--- src/hdl/assert_macros.svh ---
// ----------------------------------------------------------------------------
// assert_macros.svh
// assertion shorthands for the list reorder block, clocked on clk, reset rst_n
// ----------------------------------------------------------------------------
`ifndef ASSERT_MACROS_SVH
`define ASSERT_MACROS_SVH

// condition holds on every clock edge out of reset
`define ASSERT_ALWAYS(label, expr, msg) \
  label: assert property (@(posedge clk) disable iff (!rst_n) (expr)) else $error(msg);

// consequent holds in the same cycle as the antecedent
`define ASSERT_IMPLY(label, ante, cons, msg) \
  label: assert property (@(posedge clk) disable iff (!rst_n) (ante) |-> (cons)) \
    else $error(msg);

// consequent holds in the cycle after the antecedent
`define ASSERT_NEXT(label, ante, cons, msg) \
  label: assert property (@(posedge clk) disable iff (!rst_n) (ante) |=> (cons)) \
    else $error(msg);

`endif

--- src/hdl/ars_pkg.sv ---
// ----------------------------------------------------------------------------
// ars_pkg
// shared constants and controller/datapath interface types
// ----------------------------------------------------------------------------
package ars_pkg;

  localparam int unsigned DATA_W    = 32;
  localparam int unsigned MODE_W    = 2;
  localparam int unsigned DEPTH_DEF = 64;

  localparam logic [MODE_W-1:0] MODE_REVERSE = 2'd0;
  localparam logic [MODE_W-1:0] MODE_ASC     = 2'd1;
  localparam logic [MODE_W-1:0] MODE_DESC    = 2'd2;
  localparam logic [MODE_W-1:0] MODE_RESET   = MODE_ASC;

  typedef struct packed {
    logic load;
    logic outer_rd;
    logic outer_cap;
    logic inner_step;
    logic outer_wb;
    logic out_step;
  } cmd_t;

  typedef struct packed {
    logic sort_mode;
    logic short_list;
    logic inner_end;
    logic outer_end;
    logic out_end;
  } sts_t;

endpackage

--- src/hdl/ars_ctrl.sv ---
// ----------------------------------------------------------------------------
// ars_ctrl
// sequencer for load, exchange sort passes and list output
// ----------------------------------------------------------------------------
`include "assert_macros.svh"

module ars_ctrl (
  input  logic          clk,
  input  logic          rst_n,
  input  logic          start,
  input  logic          in_last,
  input  ars_pkg::sts_t sts,
  output logic          busy,
  output ars_pkg::cmd_t cmd
);

  localparam logic [2:0] S_IDLE  = 3'd0;
  localparam logic [2:0] S_OLOAD = 3'd1;
  localparam logic [2:0] S_OCAP  = 3'd2;
  localparam logic [2:0] S_ICMP  = 3'd3;
  localparam logic [2:0] S_OWB   = 3'd4;
  localparam logic [2:0] S_OUT   = 3'd5;

  logic [2:0] state_r;
  logic [2:0] state_nxt;

  always_comb begin
    state_nxt = state_r;
    cmd       = '0;
    busy      = 1'b1;
    unique case (state_r)
      S_IDLE: begin
        busy = 1'b0;
        if (start) begin
          cmd.load = 1'b1;
          if (in_last) begin
            state_nxt = sts.sort_mode ? S_OLOAD : S_OUT;
          end
        end
      end
      S_OLOAD: begin
        cmd.outer_rd = 1'b1;
        state_nxt    = sts.short_list ? S_OUT : S_OCAP;
      end
      S_OCAP: begin
        cmd.outer_cap = 1'b1;
        state_nxt     = S_ICMP;
      end
      S_ICMP: begin
        cmd.inner_step = 1'b1;
        if (sts.inner_end) begin
          state_nxt = S_OWB;
        end
      end
      S_OWB: begin
        cmd.outer_wb = 1'b1;
        state_nxt    = sts.outer_end ? S_OUT : S_OCAP;
      end
      S_OUT: begin
        cmd.out_step = 1'b1;
        if (sts.out_end) begin
          state_nxt = S_IDLE;
        end
      end
      default: begin
        state_nxt = S_IDLE;
      end
    endcase
  end

  always_ff @(posedge clk) begin
    if (!rst_n) begin
      state_r <= S_IDLE;
    end else begin
      state_r <= state_nxt;
    end
  end

  `ASSERT_IMPLY(a_icmp_entry, state_r == S_ICMP, $past(state_r) == S_OCAP || $past(state_r) == S_ICMP, "compare step entered out of order")
  `ASSERT_ALWAYS(a_cmd_onehot, $onehot0(cmd), "more than one datapath command")

endmodule

--- src/hdl/ars_datapath.sv ---
// ----------------------------------------------------------------------------
// ars_datapath
// element store, sort indices, compare-swap unit and output registers
// ----------------------------------------------------------------------------
`include "assert_macros.svh"

module ars_datapath #(
  parameter int unsigned DEPTH = ars_pkg::DEPTH_DEF
) (
  input  logic                              clk,
  input  logic                              rst_n,
  input  ars_pkg::cmd_t                     cmd,
  output ars_pkg::sts_t                     sts,
  input  logic signed [ars_pkg::DATA_W-1:0] in_value,
  input  logic                              cfg_we,
  input  logic [ars_pkg::MODE_W-1:0]        cfg_data,
  output logic                              out_strobe,
  output logic signed [ars_pkg::DATA_W-1:0] out_value_res,
  output logic                              out_last_res
);

  localparam int unsigned AW = $clog2(DEPTH);
  localparam int unsigned CW = $clog2(DEPTH + 1);
  localparam logic [CW-1:0] DEPTH_C = CW'(DEPTH);

  logic signed [ars_pkg::DATA_W-1:0] mem_r [DEPTH];
  logic signed [ars_pkg::DATA_W-1:0] rd_r;
  logic signed [ars_pkg::DATA_W-1:0] x_r;
  logic signed [ars_pkg::DATA_W-1:0] x_nxt;

  logic [CW-1:0]                 count_r, count_nxt;
  logic [AW-1:0]                 i_r, i_nxt;
  logic [AW-1:0]                 j_r, j_nxt;
  logic [AW-1:0]                 k_r, k_nxt;
  logic [ars_pkg::MODE_W-1:0]    mode_r, mode_nxt;
  logic                          strobe_r, strobe_nxt;
  logic                          last_r, last_nxt;

  logic                          rev;
  logic                          desc;
  logic                          swap;
  logic                          inner_end;
  logic                          outer_end;
  logic                          out_end;
  logic [AW-1:0]                 i_inc, j_inc, k_inc;
  logic [CW-1:0]                 rev_pos;
  logic [AW-1:0]                 rd_addr;
  logic                          we;
  logic [AW-1:0]                 wa;
  logic signed [ars_pkg::DATA_W-1:0] wd;

  always_comb begin
    rev       = (mode_r == ars_pkg::MODE_REVERSE);
    desc      = (mode_r == ars_pkg::MODE_DESC);
    swap      = desc ? (x_r < rd_r) : (rd_r < x_r);
    i_inc     = i_r + AW'(1);
    j_inc     = j_r + AW'(1);
    k_inc     = k_r + AW'(1);
    inner_end = ((CW'(j_r) + CW'(1)) == count_r);
    outer_end = (((CW+1)'(i_r) + (CW+1)'(2)) >= {1'b0, count_r});
    out_end   = ((CW'(k_r) + CW'(1)) == count_r);
    rev_pos   = count_r - CW'(1) - CW'(k_r);

    sts.sort_mode  = (mode_r == ars_pkg::MODE_ASC) || (mode_r == ars_pkg::MODE_DESC);
    sts.short_list = (count_r < CW'(2));
    sts.inner_end  = inner_end;
    sts.outer_end  = outer_end;
    sts.out_end    = out_end;

    rd_addr = '0;
    if (cmd.outer_rd) begin
      rd_addr = i_r;
    end else if (cmd.outer_cap || cmd.outer_wb) begin
      rd_addr = i_inc;
    end else if (cmd.inner_step) begin
      rd_addr = j_inc;
    end else if (cmd.out_step) begin
      rd_addr = rev ? rev_pos[AW-1:0] : k_r;
    end

    we = 1'b0;
    wa = i_r;
    wd = x_r;
    if (cmd.load && (count_r < DEPTH_C)) begin
      we = 1'b1;
      wa = count_r[AW-1:0];
      wd = in_value;
    end else if (cmd.inner_step && swap) begin
      we = 1'b1;
      wa = j_r;
    end else if (cmd.outer_wb) begin
      we = 1'b1;
    end

    count_nxt  = count_r;
    i_nxt      = i_r;
    j_nxt      = j_r;
    k_nxt      = k_r;
    x_nxt      = x_r;
    mode_nxt   = cfg_we ? cfg_data : mode_r;
    strobe_nxt = cmd.out_step;
    last_nxt   = cmd.out_step && out_end;

    if (cmd.load && (count_r < DEPTH_C)) begin
      count_nxt = count_r + CW'(1);
    end
    if (cmd.outer_cap) begin
      x_nxt = rd_r;
      j_nxt = i_inc;
    end
    if (cmd.inner_step) begin
      j_nxt = j_inc;
      if (swap) begin
        x_nxt = rd_r;
      end
    end
    if (cmd.outer_wb) begin
      i_nxt = outer_end ? '0 : i_inc;
    end
    if (cmd.out_step) begin
      k_nxt = out_end ? '0 : k_inc;
      if (out_end) begin
        count_nxt = '0;
      end
    end
  end

  always_ff @(posedge clk) begin
    if (!rst_n) begin
      count_r  <= '0;
      i_r      <= '0;
      j_r      <= '0;
      k_r      <= '0;
      mode_r   <= ars_pkg::MODE_RESET;
      strobe_r <= 1'b0;
      last_r   <= 1'b0;
    end else begin
      count_r  <= count_nxt;
      i_r      <= i_nxt;
      j_r      <= j_nxt;
      k_r      <= k_nxt;
      mode_r   <= mode_nxt;
      strobe_r <= strobe_nxt;
      last_r   <= last_nxt;
    end
  end

  always_ff @(posedge clk) begin
    x_r <= x_nxt;
  end

  always_ff @(posedge clk) begin
    if (we) begin
      mem_r[wa] <= wd;
    end
    rd_r <= mem_r[rd_addr];
  end

  assign out_strobe    = strobe_r;
  assign out_value_res = rd_r;
  assign out_last_res  = last_r;

  `ASSERT_ALWAYS(a_count_bound, count_r <= DEPTH_C, "element count beyond store depth")
  `ASSERT_IMPLY(a_inner_above_outer, cmd.inner_step, j_r > i_r, "inner index not above outer index")
  `ASSERT_IMPLY(a_last_clears_count, strobe_r && last_r, count_r == '0, "count not cleared after list output")

endmodule

--- src/hdl/array_reverse_and_exchange_sort_top.sv ---
// ----------------------------------------------------------------------------
// array_reverse_and_exchange_sort_top
// list reorder block: load, reverse or exchange sort, then emit the list
// ----------------------------------------------------------------------------
// Items are taken on start, one per cycle while busy is low; extra items past
// DEPTH are dropped, and the item with in_last closes the list. In reverse mode
// and the unused mode the list is read straight out of the store, forward or
// backward, with each element's strobe in the cycle after its read. In the sort
// modes a store with one read and one write port and one compare-swap unit
// sorts the list before it is read out, with the running extreme of each outer
// pass held in a register. out_strobe cannot be stalled: each element is valid
// for exactly one cycle and must be taken then. order_mode is written through
// cfg_* only while busy is low.
module array_reverse_and_exchange_sort_top #(
  parameter int unsigned DEPTH = ars_pkg::DEPTH_DEF
) (
  input  logic                              clk,
  input  logic                              rst_n,
  input  logic                              start,
  output logic                              busy,
  input  logic signed [ars_pkg::DATA_W-1:0] in_value,
  input  logic                              in_last,
  output logic                              out_strobe,
  output logic signed [ars_pkg::DATA_W-1:0] out_value_res,
  output logic                              out_last_res,
  input  logic                              cfg_valid,
  output logic                              cfg_ready,
  input  logic [ars_pkg::MODE_W-1:0]        cfg_data
);

  ars_pkg::cmd_t cmd;
  ars_pkg::sts_t sts;
  logic          cfg_we;

  assign cfg_ready = ~busy;
  assign cfg_we    = cfg_valid & cfg_ready;

  ars_ctrl u_ctrl (
    .clk     (clk),
    .rst_n   (rst_n),
    .start   (start),
    .in_last (in_last),
    .sts     (sts),
    .busy    (busy),
    .cmd     (cmd)
  );

  ars_datapath #(
    .DEPTH (DEPTH)
  ) u_datapath (
    .clk           (clk),
    .rst_n         (rst_n),
    .cmd           (cmd),
    .sts           (sts),
    .in_value      (in_value),
    .cfg_we        (cfg_we),
    .cfg_data      (cfg_data),
    .out_strobe    (out_strobe),
    .out_value_res (out_value_res),
    .out_last_res  (out_last_res)
  );

endmodule
--- config.mk ---
export PLATFORM = sky130hd
export DESIGN_NAME = array_reverse_and_exchange_sort_top
export DESIGN_NICKNAME = d
export VERILOG_FILES = /design/src/hdl/ars_pkg.sv /design/src/hdl/ars_ctrl.sv /design/src/hdl/ars_datapath.sv /design/src/hdl/array_reverse_and_exchange_sort_top.sv
export VERILOG_INCLUDE_DIRS = /design/src /design/src/hdl
export SDC_FILE = /design/constraint.sdc
export NUM_CORES = 2
export LEC_CHECK = 0
export BUFFER_PORTS_ARGS = -buffer_cell sky130_fd_sc_hd__buf_2
export CAP_MARGIN = 10
export CORE_ASPECT_RATIO = 1.1
export CORE_MARGIN = 2
export CORE_UTILIZATION = 55
export CTS_BUF_LIST = sky130_fd_sc_hd__clkbuf_16
export CTS_CLUSTER_SIZE = 20
export DETAILED_ROUTE_END_ITERATION = 10
export PLACE_DENSITY = 0.81
export SLEW_MARGIN = 20
export SYNTH_ARGS = -nofsm -noshare
export SYNTH_HDL_FRONTEND = slang
export SYNTH_SLANG_ARGS = --single-unit
--- constraint.sdc ---
create_clock -name clk -period 5.4 [get_ports clk]
set_input_delay 0.54 -clock clk [delete_from_list [all_inputs] [get_ports clk]]
set_output_delay 0.54 -clock clk [all_outputs]
set_load 0.005 [all_outputs]
# Yosys cells after proc, flatten, opt, wreduce, memory -nomap -nowiden
# Memory sizes are Yosys's and may differ from the RTL's. A register that Yosys moved wholly into a read port is not among the register bits.
# Cells that the tools add are included.
# totals
ff_bits	64
latchBits	0
ramBits	2048
mem_bits_ro	0
output_inout_bits	36
memories	1
# memory_table
name	words	word_bits	rd	rd_clocked_by_memory_dff	write_ports	line_no	rtl
u_datapath.mem_r	64	32	1	1	1	ars_datapath.sv:26	logic signed [ars_pkg::DATA_W-1:0] mem_r [DEPTH];
# classes
add_sub_neg	9
mul	0
div	0
n_lt_le_gt_ge	5
n_eq_ne	13
n_shift	0
muxes	40
bitwise_logic	1
n_reduce_logical	9
# op_table
op	n
$mux W32	4
$mux W6	11
$lt A32 B32 Y1	2
$mux W3	7
$mux W7	3
$add A6 B1 Y6 const B	3
$pmux W3 S6	1
$add A6 B1 Y7 const B	2
$eq A7 B7 Y1	2
$mux W1	14
$add A6 B2 Y7 const B	1
$add A7 B1 Y7 const B	1
$ge A7 B7 Y1	1
$lt A7 B2 Y1 const B	1
$lt A7 B7 Y1 const B	1
$eq A3 B2 Y1 const B	2
$eq A3 B3 Y1 const B	2
$sub A6 B1 Y6 const B	1
$sub A6 B6 Y6	1
$ne A2 B1 Y1 const B	2
$ne A2 B2 Y1 const B	2
$reduce_and A4 Y1	1
$eq A3 B1 Y1 const B	1
$logic_and A1 B1 Y1	3
7 further kinds	8

# Longest topological paths before layout
# logic_depth
ltp_word	7
ltp_mapped	16
ltp_nobuf	13

# By module
# From an unflattened synthesis, not the netlist that was laid out.
# hier_totals
hier_cells	6927
area_unflattened_um2	87411.3
# modules_own_cells
mod	instances	cells_per_inst	area_each_um2	seq_area_each_um2
ars_datapath	1	6881	87087.3	63360.8
ars_ctrl	1	44	314.1	60.1
array_reverse_and_exchange_sort_top	1	2	10.0	0.0

# Least setup slack after synthesis
# Ideal clock, no wire load.
# synth_timing
path_kind	register to register
startpoint	register u_datapath.rd_r, in the netlist u_datapath.out_value_res[14] (read register of u_datapath.mem_r)
endpoint	memory u_datapath.mem_r[14][0] (netlist name), enable pin
arrival_time_ns	4.591
required_ns	4.979
slack_ns	0.387
path_stages_with_launch	16
path_buffers	3
path_cell_list	dfxtp_1 > inv_1 > ha_1 > a21oi_1 > nand2_1 > a21o_1 > o31a_2 > o21ai_0 > or3b_1 > buf_2 > and3_1 > buf_6 > o311a_4 > or4_1 > buf_2 > nor2_1
# synth_via
elab_chain_cells	7
# synth_rtl
item	line_no	rtl
start, declared	ars_datapath.sv:27	logic signed [ars_pkg::DATA_W-1:0] rd_r;
$lt A32 B32 Y1	ars_datapath.sv:55	swap = desc ? (x_r < rd_r) : (rd_r < x_r);
$mux W1 (*)	ars_datapath.sv:55	
$logic_and A1 B1 Y1 (*)	ars_datapath.sv:88	end else if (cmd.inner_step && swap) begin
$mux W1	ars_datapath.sv:88	
$mux W1	ars_datapath.sv:84	if (cmd.load && (count_r < DEPTH_C)) begin
$mux W1	ars_datapath.sv:153	if (we) begin
$mux W1 (not written as such)	ars_datapath.sv:154	mem_r[wa] <= wd;
end, declared	ars_datapath.sv:26	
# Every way passes the cells marked *; elsewhere a longest branch is shown, timed or not.

# Final worst setup path
# layout_timing
startpoint	register u_datapath.rd_r, in the netlist u_datapath.out_value_res[31] (read register of u_datapath.mem_r)
endpoint	memory u_datapath.mem_r[41][19] (netlist name), enable pin
# The elaborated chain is that of the path after synthesis.

==> metrics.yaml <==
power:
  peakVddDrop_mv: 0.8701
  pwr_density_cell_nw_per_um2: 572.1
  leakage_nw: 34.58
  totalPowerFinal_mw: 56.34
clock_network:
  cts_tree: "done"
  ctsRootBufferMaster: "clkbuf_16"
  cts_buffers: 199
  cts_sinks: 2144
  clockBufferDepth: 3
  clk_pin_slew_ps: 70
  htreeDepth: 4
  post_cts_buffers: 0
  insertion_delay_ps: 830
route:
  drt_first_iter_violations: 9422
  finalWirelength_mm: 239.9
  num_vias: 60120
  drcViolationCount: 0
  ant_nets: 0
  vias_per_cell: 6.433
  drtPass1Iterations: 9
  avgRoutedWirePerCell_um: 25.67
global_routing:
  gr-usage-met2_pct: 47.83
  use_met1_pct: 37.97
  top_usage_layer: "met2"
  grt_pass1_wl_mm: 353.6
  grt_pass1_vias: 57880
  grt_usage_pct: 29.34
  overflow: 0
  grt_util_met3_pct: 7.062
  antenna_found_initial: 11
  grt_max_degree: 99
die:
  start_util_pct: 55.42
  fp.dieW_um: 382.2
  die-area_um2: 160500
  fp.coreArea_um2: 156100
  rows: 152
  boundaryPins: 75
  die_y_um: 420.0
sta:
  hold_ws_ps: 31.44
  hold_viol_final: 0
  worstMarginPinSlew_ps: 1161
  timing.fmax_mhz: 191.7
  slew_headroom_pct: 22.16
  grt_setup_unrepaired: "no"
  tns_ps: 0
  setup_viol: 0
  slew_violations: 0
  min_period_ps: 5218
  finClkSkew_ps: 27.50
  period_share_pct: 96.62
yosys:
  yosysSeqAreaShare_pct: 73.29
  syn_inst: 6991
  yosys.cell_types.count: 65
  yosysWarnings: 0
  syn-num-nets: 7082
  yosys-top-cells-count: "nand2_1, edfxtp_1, nand3_1, clkbuf_1, a311oi_1"
  synth.area.top_cells: "edfxtp_1, nand2_1, nand3_1"
  synth.largest_area_cell: "edfxtp_1"
  yosysMostFrequentCell: "nand2_1"
  synth_top_area_share_pct: 71.07
  syn_area_per_cell_um2: 12.38
  ys_ff_latch: 2144
  ys_async_sr_fraction_pct: 0
  syn_area_um2: 86530
  synth_edf_count: 2048
  synth_ff_type: "edfxtp_1"
worst_hold_path:
  hp-class: "in -> reg"
  worstHoldStart: "cfg_valid"
  holdPathEnd: "u_datapath.mode_r[0]"
  holdPathStages: 3
placed_design:
  port_buffers: 74
  hpwl_mm: 140.6
  gp_congestion: 0.9317
  dpl.cell_count: 8965
setup_path:
  rr_worst_depth: 13
  required_ps: 5930
  crit_family: "simple AND/OR/NAND/NOR gates"
  cpPeakStageDelay_ps: 620
  crit_slowest_cell: "nand3b_1"
  timing.rr.start: "u_datapath.out_value_res[31]"
  r2r_slack_ps: 180
  start_kind: "flip-flop"
  arrival_ps: 5750
  crit_buf_inv: 2
  crit_fanout: 23
  critical_path.cell_chain: "inv_1 > ha_1 > nand4_1 > nor4_2 > nor3b_2 > o31a_2 > nor3_1 > or3b_1 > a31o_2 > a31oi_1 > nand3b_1 > nor2_4 > buf_12"
  r2r-end: "u_datapath.mem_r[41][19]"
  worst_setup_path_end_kind: "flip-flop"
  critical_path_class: "reg -> reg"
layout:
  area_delta_synth_final_pct: 13.81
  fin_nets: 7185
  final_cells: 9345
  fin_util_pct: 63.07
  drive_gt1_share_pct: 10.88
status:
  status: "finished, final reports clean"
job:
  drv_cap: 0
-- per-stage QoR --
step | worst slack (ps) | area (um2)
3_5_place_dp | 340.6 | 91960
3_3_place_gp | 406.0 | 91920
2_1_floorplan | 387.4 | 86530
6_report | 182.3 | 98480
4_1_cts | 247.5 | 98390
5_1_grt | 76.96 | 98480
-- timing repair --
item,CTS,global route
resized for setup,0,0
setup endpoints to repair,0,0
hold buffers,3,0
endpoints found under the hold margin,2,0
-- kinds of logic (layout without fill, tap and decap cells) --
kind of cell,Yosys count,count (layout),synth area share [%]
other,0,3,0
AOI/OAI and AO/OA,655,655,5.651
buffers and inverters,550,822,2.405
and+or+nand+nor,3553,3553,17.51
xor gates and xnor gates,34,34,0.3441
DFF,2144,2144,73.29
muxes,3,3,0.03615
adders and majority gates,52,52,0.7606
-- worst max-delay path by stage --
stage | slack [ps] | endpoint | from | cells past startpoint
final | 180 | u_datapath.mem_r[41][19] | u_datapath.out_value_res[31] | 13
after global routing | 80 | u_datapath.mem_r[40][31] | u_datapath.out_value_res[31] | 13
after CTS | 250 | u_datapath.mem_r[9][26] | u_datapath.out_value_res[31] | 12
after detailed placement | 340 | u_datapath.mem_r[9][21] | u_datapath.out_value_res[31] | 12
after global placement | 410 | u_datapath.mem_r[9][21] | u_datapath.out_value_res[31] | 12
after floorplan | 390 | u_datapath.mem_r[14][0] | u_datapath.out_value_res[14] | 15
-- where the power goes --
part	switching [mW]	internal (mW)
clock	6.06	7.73
combinational	15.4	5.53
sequential	0.273	21.4
-- area by class of cell --
type | count | area [um2]
tap | 2079 | 2601
inverter | 60 | 225.2
clock buffer | 205 | 5130
clock inverter | 165 | 1272
multi-input combinational | 4297 | 21710
antenna | 3 | 7.507
timing repair buffer | 392 | 4111
sequential | 2144 | 63420
fill | 10610 | 57660
-- cell usage in the layout (no fill, tap or decap), drive strengths merged, types with 6 or more instances in the layout --
cell	count
and2	6
buf	389
nor3	14
o21a	6
inv	91
nand4	13
a311oi	325
a31oi	76
edfxtp	2048
clkinv	110
ha	51
nor2	107
a211oi	41
clkbuf	205
nand3	1021
bufinv	18
clkinvlp	6
nand2	2221
xnor2	26
a21o	10
dfxtp	96
nand3b	6
xor2	8
o21ai	52
and3	139
a21oi	107
-- worst min-delay path: cells and delay by family --
kind / cells / cell delay (ps)
and+or+nand+nor: 2 / 170
buffers and inverters: 1 / 110
-- state kept, by name (all words and copies together) (netlist names), 3 cells and up --
| signal | cells |
|---|---|
| u_datapath.mem_r | 2048 |
| u_ctrl.state_r | 3 |
| u_datapath.count_r | 7 |
| u_datapath.i_r | 6 |
| u_datapath.out_value_res | 32 |
| u_datapath.x_r | 32 |
| u_datapath.j_r | 6 |
| u_datapath.k_r | 6 |
-- layer usage --
layer | vias to the layer above | routed length, um
met4 | 8 | 10110
met1 | 28970 | 81590
met5 | - | 61
met2 | 4649 | 115200
met3 | 741 | 32930
li1 | 25750 | -
Power figures use the tool's default switching activity.
